===== src/design/fdc_pkg.sv =====
// ----------------------------------------------------------------------------
// fdc_pkg
// Shared types and constants of the fragment deframer with byte checksum.
// ----------------------------------------------------------------------------
package fdc_pkg;

    localparam int          HEADER_BYTES   = 20;
    localparam int          HEADER_WORDS   = 5;
    localparam int          FRAME_BYTES_DEF = 2048;
    localparam logic [31:0] MAGIC_RESET    = 32'hbadc0ded;

    localparam int CFG_ADDR_W = 2;
    localparam int CFG_DATA_W = 32;

    localparam logic [CFG_ADDR_W-1:0] REG_HEADER_MAGIC      = 2'd0;
    localparam logic [CFG_ADDR_W-1:0] REG_BYTES_SIGNED      = 2'd1;
    localparam logic [CFG_ADDR_W-1:0] REG_HEADER_BIG_ENDIAN = 2'd2;

    localparam int HW_MAGIC    = 0;
    localparam int HW_FRAG_LEN = 1;
    localparam int HW_TOTAL    = 2;
    localparam int HW_INFO     = 3;
    localparam int HW_CHECKSUM = 4;

    typedef enum logic [2:0] {
        STATUS_OK             = 3'd0,
        STATUS_BAD_MAGIC      = 3'd1,
        STATUS_TOTAL_MISMATCH = 3'd2,
        STATUS_BAD_LENGTH     = 3'd3,
        STATUS_BAD_CHECKSUM   = 3'd4,
        STATUS_TRUNCATED      = 3'd5
    } status_t;

    typedef struct packed {
        logic [31:0] message_length;
        logic [31:0] message_info;
        status_t     status;
        logic        message_done;
        logic        payload_valid;
        logic [7:0]  payload_byte;
    } fdc_result_t;

endpackage


===== src/design/fdc_core.sv =====
// ----------------------------------------------------------------------------
// fdc_core
// Frame parser state: header assembly and checks, payload checksum,
// fragment reassembly. One item is consumed on each step.
// ----------------------------------------------------------------------------
module fdc_core
    import fdc_pkg::*;
#(
    parameter int FRAME_BYTES = FRAME_BYTES_DEF
) (
    input  logic                  aclk,
    input  logic                  aresetn,
    input  logic                  cfg_we,
    input  logic [CFG_ADDR_W-1:0] cfg_addr,
    input  logic [CFG_DATA_W-1:0] cfg_wdata,
    input  logic                  step,
    input  logic [7:0]            in_byte,
    input  logic                  in_last,
    output logic                  res_valid,
    output fdc_result_t           res
);

    localparam int          SEEN_W   = $clog2(FRAME_BYTES);
    localparam logic [31:0] MAX_FRAG = 32'(FRAME_BYTES - HEADER_BYTES);
    localparam logic [4:0]  HDR_LAST = 5'(HEADER_BYTES - 1);

    logic [31:0] magic_reg;
    logic        signed_reg;
    logic        big_endian_reg;

    logic [4:0]        pos_reg,     pos_next;
    logic              payload_reg, payload_next;
    logic              discard_reg, discard_next;
    logic [31:0]       wa_reg,      wa_next;
    logic [SEEN_W-1:0] seen_reg,    seen_next;
    logic [31:0]       sum_reg,     sum_next;
    logic [31:0]       total_reg,   total_next;
    logic [31:0]       recv_reg,    recv_next;
    logic [31:0]       info_reg,    info_next;
    logic [31:0]       hw_reg [HEADER_WORDS];

    logic              hw_we;
    logic [31:0]       asm_word;
    logic [31:0]       byte_ext;
    logic [31:0]       sum_new;
    logic [SEEN_W-1:0] seen_inc;
    logic              short_frag;
    logic [31:0]       room;
    logic [31:0]       chk_word;
    logic [31:0]       fin_sum;
    logic [31:0]       fin_total;
    logic [31:0]       fin_recv;
    logic              fin_ok;
    logic              fin_done;
    logic              do_fail;
    logic              fail_last;
    status_t           fail_status;
    logic              do_finish;

    always_ff @(posedge aclk) begin
        if (!aresetn) begin
            magic_reg      <= MAGIC_RESET;
            signed_reg     <= 1'b1;
            big_endian_reg <= 1'b0;
        end else if (cfg_we) begin
            case (cfg_addr)
                REG_HEADER_MAGIC:      magic_reg      <= cfg_wdata;
                REG_BYTES_SIGNED:      signed_reg     <= cfg_wdata[0];
                REG_HEADER_BIG_ENDIAN: big_endian_reg <= cfg_wdata[0];
                default: ;
            endcase
        end
    end

    assign asm_word = big_endian_reg ? {wa_reg[23:0], in_byte}
                                     : wa_reg | ({24'd0, in_byte} << {pos_reg[1:0], 3'b000});
    assign byte_ext = (signed_reg && in_byte[7]) ? {24'hffffff, in_byte} : {24'd0, in_byte};
    assign sum_new  = sum_reg + byte_ext;
    assign seen_inc = seen_reg + 1'b1;
    assign short_frag = {{(32-SEEN_W){1'b0}}, seen_inc} < hw_reg[HW_FRAG_LEN];
    assign room     = hw_reg[HW_TOTAL] - recv_reg;
    assign chk_word = payload_reg ? hw_reg[HW_CHECKSUM] : asm_word;
    assign fin_sum  = payload_reg ? sum_new : 32'd0;
    assign fin_total = payload_reg ? total_reg : hw_reg[HW_TOTAL];
    assign fin_recv = recv_reg + hw_reg[HW_FRAG_LEN];
    assign fin_ok   = fin_sum == chk_word;
    assign fin_done = fin_recv >= fin_total;

    always_comb begin
        pos_next     = pos_reg;
        payload_next = payload_reg;
        discard_next = discard_reg;
        wa_next      = wa_reg;
        seen_next    = seen_reg;
        sum_next     = sum_reg;
        total_next   = total_reg;
        recv_next    = recv_reg;
        info_next    = info_reg;
        hw_we        = 1'b0;
        do_fail      = 1'b0;
        fail_last    = in_last;
        fail_status  = STATUS_OK;
        do_finish    = 1'b0;
        res_valid    = 1'b0;
        res          = '0;

        if (step) begin
            if (discard_reg) begin
                if (in_last) begin
                    discard_next = 1'b0;
                end
            end else if (!payload_reg) begin
                wa_next  = asm_word;
                pos_next = pos_reg + 1'b1;
                if (pos_reg[1:0] == 2'd3) begin
                    hw_we   = 1'b1;
                    wa_next = 32'd0;
                end
                if (pos_reg != HDR_LAST) begin
                    if (in_last) begin
                        do_fail     = 1'b1;
                        fail_status = STATUS_TRUNCATED;
                    end
                end else if (hw_reg[HW_MAGIC] != magic_reg) begin
                    do_fail     = 1'b1;
                    fail_status = STATUS_BAD_MAGIC;
                end else if (total_reg != 32'd0 && total_reg != hw_reg[HW_TOTAL]) begin
                    do_fail     = 1'b1;
                    fail_status = STATUS_TOTAL_MISMATCH;
                end else if (hw_reg[HW_FRAG_LEN] > room || hw_reg[HW_FRAG_LEN] > MAX_FRAG) begin
                    do_fail     = 1'b1;
                    fail_status = STATUS_BAD_LENGTH;
                end else begin
                    total_next = hw_reg[HW_TOTAL];
                    seen_next  = '0;
                    sum_next   = 32'd0;
                    if (hw_reg[HW_FRAG_LEN] == 32'd0) begin
                        do_finish = 1'b1;
                    end else if (in_last) begin
                        do_fail     = 1'b1;
                        fail_status = STATUS_TRUNCATED;
                    end else begin
                        payload_next = 1'b1;
                    end
                end
            end else begin
                if (short_frag && in_last) begin
                    do_fail     = 1'b1;
                    fail_status = STATUS_TRUNCATED;
                end else begin
                    sum_next  = sum_new;
                    seen_next = seen_inc;
                    if (!short_frag) begin
                        do_finish = 1'b1;
                    end else begin
                        res_valid         = 1'b1;
                        res.payload_byte  = in_byte;
                        res.payload_valid = 1'b1;
                    end
                end
            end

            if (do_fail || do_finish) begin
                pos_next     = '0;
                payload_next = 1'b0;
                wa_next      = 32'd0;
                seen_next    = '0;
                sum_next     = 32'd0;
                discard_next = !fail_last;
            end

            if (do_fail) begin
                total_next = 32'd0;
                recv_next  = 32'd0;
                info_next  = 32'd0;
                res_valid  = 1'b1;
                res.status = fail_status;
            end

            if (do_finish) begin
                res.payload_byte  = payload_reg ? in_byte : 8'd0;
                res.payload_valid = payload_reg;
                if (!fin_ok) begin
                    total_next = 32'd0;
                    recv_next  = 32'd0;
                    info_next  = 32'd0;
                    res_valid  = 1'b1;
                    res.status = STATUS_BAD_CHECKSUM;
                end else if (fin_done) begin
                    total_next         = 32'd0;
                    recv_next          = 32'd0;
                    info_next          = 32'd0;
                    res_valid          = 1'b1;
                    res.message_done   = 1'b1;
                    res.message_info   = info_reg | hw_reg[HW_INFO];
                    res.message_length = fin_total;
                end else begin
                    total_next = fin_total;
                    recv_next  = fin_recv;
                    info_next  = info_reg | hw_reg[HW_INFO];
                    res_valid  = payload_reg;
                end
            end
        end
    end

    always_ff @(posedge aclk) begin
        if (!aresetn) begin
            pos_reg     <= '0;
            payload_reg <= 1'b0;
            discard_reg <= 1'b0;
            wa_reg      <= 32'd0;
            seen_reg    <= '0;
            sum_reg     <= 32'd0;
            total_reg   <= 32'd0;
            recv_reg    <= 32'd0;
            info_reg    <= 32'd0;
        end else begin
            pos_reg     <= pos_next;
            payload_reg <= payload_next;
            discard_reg <= discard_next;
            wa_reg      <= wa_next;
            seen_reg    <= seen_next;
            sum_reg     <= sum_next;
            total_reg   <= total_next;
            recv_reg    <= recv_next;
            info_reg    <= info_next;
        end
    end

    always_ff @(posedge aclk) begin
        if (hw_we) begin
            hw_reg[pos_reg[4:2]] <= asm_word;
        end
    end

endmodule


===== src/design/fragment_deframer_checksum.sv =====
// ----------------------------------------------------------------------------
// fragment_deframer_checksum
// Parses framed fragments, forwards payload bytes and reports message
// completion or errors.
//
//   port group  dir  tdata (low bit up)                          tuser / tlast
//   s_*         in   data_byte[7:0]                              tlast frame_last
//   m_*         out  payload_byte, status, message_info, length  payload_valid, message_done
//   cfg_*       in   0 header_magic, 1 bytes_signed, 2 header_big_endian
//
// One item per cycle unless the output stalls: input register, parse logic,
// result register. The parse state updates as an item leaves the input
// register, so the input side stalls only while both registers are full.
// Reset is synchronous and clears all control state; no clearing pass.
// Quiet bytes give no result item; header bytes only report errors or message completion.
// ----------------------------------------------------------------------------
module fragment_deframer_checksum
    import fdc_pkg::*;
#(
    parameter int FRAME_BYTES = FRAME_BYTES_DEF
) (
    input  logic                  aclk,
    input  logic                  aresetn,
    input  logic                  cfg_we,
    input  logic [CFG_ADDR_W-1:0] cfg_addr,
    input  logic [CFG_DATA_W-1:0] cfg_wdata,
    input  logic                  s_tvalid,
    output logic                  s_tready,
    input  logic [7:0]            s_tdata,   // data_byte[7:0]
    input  logic                  s_tlast,
    output logic                  m_tvalid,
    input  logic                  m_tready,
    output logic [79:0]           m_tdata,   // payload_byte[7:0], status[10:8],
                                             // message_info[42:11], message_length[74:43]
    output logic [1:0]            m_tuser    // payload_valid[0], message_done[1]
);

    logic        in_valid_reg;
    logic [7:0]  in_byte_reg;
    logic        in_last_reg;
    logic        m_valid_reg;
    fdc_result_t m_res_reg;
    logic        out_free;
    logic        step;
    logic        res_valid;
    fdc_result_t res;

    assign out_free = !m_valid_reg || m_tready;
    assign step     = in_valid_reg && out_free;
    assign s_tready = !in_valid_reg || step;

    always_ff @(posedge aclk) begin
        if (!aresetn) begin
            in_valid_reg <= 1'b0;
        end else if (s_tvalid && s_tready) begin
            in_valid_reg <= 1'b1;
        end else if (step) begin
            in_valid_reg <= 1'b0;
        end
    end

    always_ff @(posedge aclk) begin
        if (s_tvalid && s_tready) begin
            in_byte_reg <= s_tdata;
            in_last_reg <= s_tlast;
        end
    end

    fdc_core #(
        .FRAME_BYTES(FRAME_BYTES)
    ) u_core (
        .aclk      (aclk),
        .aresetn   (aresetn),
        .cfg_we    (cfg_we),
        .cfg_addr  (cfg_addr),
        .cfg_wdata (cfg_wdata),
        .step      (step),
        .in_byte   (in_byte_reg),
        .in_last   (in_last_reg),
        .res_valid (res_valid),
        .res       (res)
    );

    always_ff @(posedge aclk) begin
        if (!aresetn) begin
            m_valid_reg <= 1'b0;
        end else if (out_free) begin
            m_valid_reg <= step && res_valid;
        end
    end

    always_ff @(posedge aclk) begin
        if (step && res_valid) begin
            m_res_reg <= res;
        end
    end

    assign m_tvalid = m_valid_reg;
    assign m_tdata  = {5'd0, m_res_reg.message_length, m_res_reg.message_info,
                       m_res_reg.status, m_res_reg.payload_byte};
    assign m_tuser  = {m_res_reg.message_done, m_res_reg.payload_valid};

    a_done_is_ok: assert property (@(posedge aclk) disable iff (!aresetn)
        m_valid_reg && m_res_reg.message_done |-> m_res_reg.status == STATUS_OK)
        else $error("completion reported with an error status");

    a_error_clean: assert property (@(posedge aclk) disable iff (!aresetn)
        m_valid_reg && m_res_reg.status != STATUS_OK |->
            !m_res_reg.message_done && m_res_reg.message_info == 32'd0 &&
            m_res_reg.message_length == 32'd0)
        else $error("error item carries message data");

    a_byte_zero: assert property (@(posedge aclk) disable iff (!aresetn)
        m_valid_reg && !m_res_reg.payload_valid |-> m_res_reg.payload_byte == 8'd0)
        else $error("payload byte set without payload_valid");

    a_stall_blocks: assert property (@(posedge aclk) disable iff (!aresetn)
        in_valid_reg && m_valid_reg && !m_tready |-> !s_tready && !step)
        else $error("item taken while both stages are full");

    a_status_range: assert property (@(posedge aclk) disable iff (!aresetn)
        m_valid_reg && m_res_reg.payload_valid |->
            m_res_reg.status == STATUS_OK || m_res_reg.status == STATUS_BAD_CHECKSUM)
        else $error("forwarded byte with unexpected status");

endmodule

===== config.mk =====
export PLATFORM = sky130hd
export DESIGN_NAME = fragment_deframer_checksum
export DESIGN_NICKNAME = d
export VERILOG_FILES = /design/src/design/fdc_pkg.sv /design/src/design/fdc_core.sv /design/src/design/fragment_deframer_checksum.sv
export SDC_FILE = /design/constraint.sdc
export NUM_CORES = 1
export LEC_CHECK = 0
export CORE_UTILIZATION = 49
export CTS_CLUSTER_SIZE = 12
export DETAILED_ROUTE_END_ITERATION = 7
export DONT_BUFFER_PORTS = 1
export GPL_TIMING_DRIVEN = 0
export PLACE_DENSITY = 0.66
export SYNTH_ARGS = -nofsm -noshare
export SYNTH_HDL_FRONTEND = slang
export SYNTH_SLANG_ARGS = --single-unit

===== constraint.sdc =====
create_clock -name aclk -period 8 [get_ports aclk]
set_clock_uncertainty 0.15 [all_clocks]
set_input_delay 0.4 -clock aclk [delete_from_list [all_inputs] [get_ports aclk]]
set_output_delay 0.4 -clock aclk [all_outputs]
set_load 0.005 [all_outputs]

==> qor.txt <==
critical path arrival - 7.74 ns
Yosys Warn Count - 0
cell family with most CP delay - compound AO/OA/AOI/OAI gates
vias in the first global route - 20.8k
PnR Total Power - 0.00521 W
Static Leak - 11.2 nW
pwr dens - 178 mW/mm2
drt first-iter violations - 2332
Area growth syn-to-layout - 13.2%
Hold Crit Class - in -> reg
Final setup violation count - 0
via count - 21.7k
Synth Area per Inst - 9.79 um2
relative slew slack - 0.204
root buf cell - clkbuf_16
Clock Latency Late Sink - 0.63 ns
worst-path fanout max - 60
f_max - 132 MHz
max FFs per register - 160
clock-pin slew on the worst setup and hold paths - 0.06 ns
ys flop type - edfxtp_1
first-pass detailed-route iteration total - 6
crit path cell chain - ha_1, nor2b_1, o21ai_0, a21boi_1, o31ai_2, a41oi_1, a31oi_1, a211oi_1, o211ai_1, nand3_1, or4_1, and3_1, ha_1, nand4_1, nor2_1, nand4b_1, o22ai_2, or2_2, nand4_1, a2111oi_4, nand2_2, a22o_4, buf_16
ranking of synthesized cells by area - edfxtp_1 (29%), dfxtp_1 (17%), ha_1 (8.2%)
largest net degree at the start of global routing - 61
Initial Utilization - 0.499
worst-margin pin slew - 1.18 ns
CP Buf/Inv Count - 1
DR vias/cell - 6.21
nets - 2988
critical path class - reg -> reg
crit path capture - m_tdata[64]$_SDFFCE_PN0P_
cell taking the most area after synthesis - edfxtp_1
CP startpoint - u_core.hw_reg[2][1]$_DFFE_PP_
routability cong. - 0.932
CTS tree - built
Final Hold Viols - 0
Core Region - 0.0517 mm2
CTS sink cnt - 460
Max Slew Vio Count - 0
total CTS buffers - 51
post-synthesis sequential area ratio - 0.452
Site Rows - 83
DRT Wirelength - 81.6 mm
chip width - 232 um
synth unique cells - 96
EDFF count, synth - 246
FF-to-FF Start - u_core.hw_reg[2][1]$_DFFE_PP_
total grt overflow - 0
Max Cap Viol - 0
worst endpoint required time - 8.17 ns
Max Root-Sink Buffers - 3
r2r endpoint - m_tdata[64]$_SDFFCE_PN0P_
Tmin final - 7.57 ns
final hold slack - 0.0782 ns
status - finished clean
share of layout cells above drive strength 1 - 0.0737
Startpoint Class - flip-flop
routed len/inst - 23.4 um
remaining antenna violation count - 0
final core occ - 0.565
ys async rst share - 0
most instantiated cells after synthesis - nor2_1 (308), edfxtp_1 (246), dfxtp_1 (214)
Die Ht - 232 um
register bit total from synthesis - 460
CP Depth - 23
Worst VDD drop - 0.159 mV
RSZ-0062 raised after global routing - no
crit end category - flip-flop
DP Wirelength - 60.5 mm
first-pass GRT wire length - 124 mm
Setup TNS - 0 ns
die area - 0.0536 mm2
Synth Cell Area - 0.0258 mm2
r2r setup slk - 0.43 ns
share of the clock period used by the worst path - 0.946
Overall Global Routing Usage - 0.304
IO Port Bufs - 0
CP max stage cell - edfxtp_1
# DRC - 0
H-tree Lvls - 2
count leader, synth - nor2_1
depth of the worst register-to-register path - 23
max incr delay on CP - 0.56 ns
Yosys top cell area share - 0.286
I/O pins - 132
initial antenna violation count - 2
Mapped Cells - 2637
[worst reg2reg max path, cell delays in order (launching register included)]
cell and delay, ns:
edfxtp_1 0.56, ha_1 0.34, nor2b_1 0.13, o21ai_0 0.21, a21boi_1 0.18, o31ai_2 0.43
a41oi_1 0.27, a31oi_1 0.40, a211oi_1 0.22, o211ai_1 0.23, nand3_1 0.25, or4_1 0.49
and3_1 0.19, ha_1 0.29, nand4_1 0.14, nor2_1 0.31, nand4b_1 0.22, o22ai_2 0.31
or2_2 0.22, nand4_1 0.18, a2111oi_4 0.54, nand2_2 0.24, a22o_4 0.47, buf_16 0.24
[worst min-delay path by stage]
stage / start / endpoint / cells past startpoint
after floorplan: u_core.info_reg[0]$_SDFFE_PN0P_ / u_core.info_reg[0]$_SDFFE_PN0P_ / 2
after global placement: u_core.info_reg[27]$_SDFFE_PN0P_ / u_core.info_reg[27]$_SDFFE_PN0P_ / 2
after detailed placement: u_core.info_reg[25]$_SDFFE_PN0P_ / u_core.info_reg[25]$_SDFFE_PN0P_ / 2
after CTS: aresetn / m_tvalid$_SDFFE_PN0P_ / 3
after global routing: aresetn / u_core.info_reg[0]$_SDFFE_PN0P_ / 2
final: aresetn / m_tvalid$_SDFFE_PN0P_ / 3
[cell type report]
class / instances / area, um2
Tap cell: 680 / 851
Buffer: 125 / 618
Multi-Input combinational cell: 1946 / 13300
Clock buffer: 72 / 1410
Sequential cell: 460 / 11700
Inverter: 110 / 413
Timing Repair Buffer: 74 / 747
Clock inverter: 23 / 267
Antenna cell: 4 / 10.0
Fill cell: 4581 / 22500
[metal layers]
metal  vias up  wire, um  GRT usage
li1       9969         -          -
met1     10597     35100      0.412
met2       942     36500      0.473
met3       187      6660     0.0587
met4         0      3340      0.129
met5         -         0          0
[timing repair]
item,4_1_cts,5_1_grt
buffers inserted,0,4
setup endpoints to repair,137,203
hold endpoints to repair,45,0
hold buffers,49,0
gates resized for setup,4,8
pin swaps,1,2
[cells in the final DEF (no fill, tap or decap), types with 10 or more instances in the layout]
cell / instances
o21ai_0: 64
mux2i_1: 44
buf_6: 23
ha_1: 169
nor2b_1: 17
a31oi_1: 16
xor2_1: 98
buf_4: 19
o21ai_1: 15
a22o_1: 40
nand2_1: 193
o2bb2ai_1: 32
a21oi_1: 201
nand3_1: 81
a21o_1: 41
xnor2_1: 82
a22oi_1: 34
edfxtp_1: 246
nor2_1: 306
o21a_1: 34
nor3_1: 49
clkbuf_1: 94
and3_1: 25
nand3b_1: 12
nor4_1: 41
inv_1: 108
buf_2: 16
buf_1: 11
o211ai_1: 70
o21bai_1: 10
dfxtp_1: 214
dlygate4sd3_1: 49
clkbuf_16: 52
nand2b_1: 20
nand4_1: 29
a211oi_1: 22
and2_1: 17
[where the power goes]
group          internal, W  total [W]  switching, W
Sequential         0.00250    0.00253     0.0000306
Clock              0.00134    0.00236       0.00103
Combinational     0.000107   0.000319      0.000212
Total              0.00395    0.00521       0.00127
[through the flow]
| step | instance area [um2] | setup WS (ns) | cells |
|---|---|---|---|
| after floorplan | 25800 | 0.554 | 2641 |
| final | 29200 | 0.431 | 3494 |
| after CTS | 29200 | 0.0794 | 3485 |
| after detailed placement | 27000 | -0.503 | 3341 |
| after global routing | 29200 | 0.0218 | 3492 |
| after global placement | 26700 | -2.14 | 3321 |
[logic make-up (layout without fill, tap and decap cells)]
group	count (synthesis)	after routing	synth area share
compound gates	683	683	0.181
other cells	1	9	0.000145
xor+xnor	186	186	0.0666
buf+inv	235	404	0.0399
fa+ha+maj	172	172	0.0842
mux	52	52	0.0205
flops	460	460	0.452
simple gates	848	848	0.156
Power figures use the tool's default switching activity.
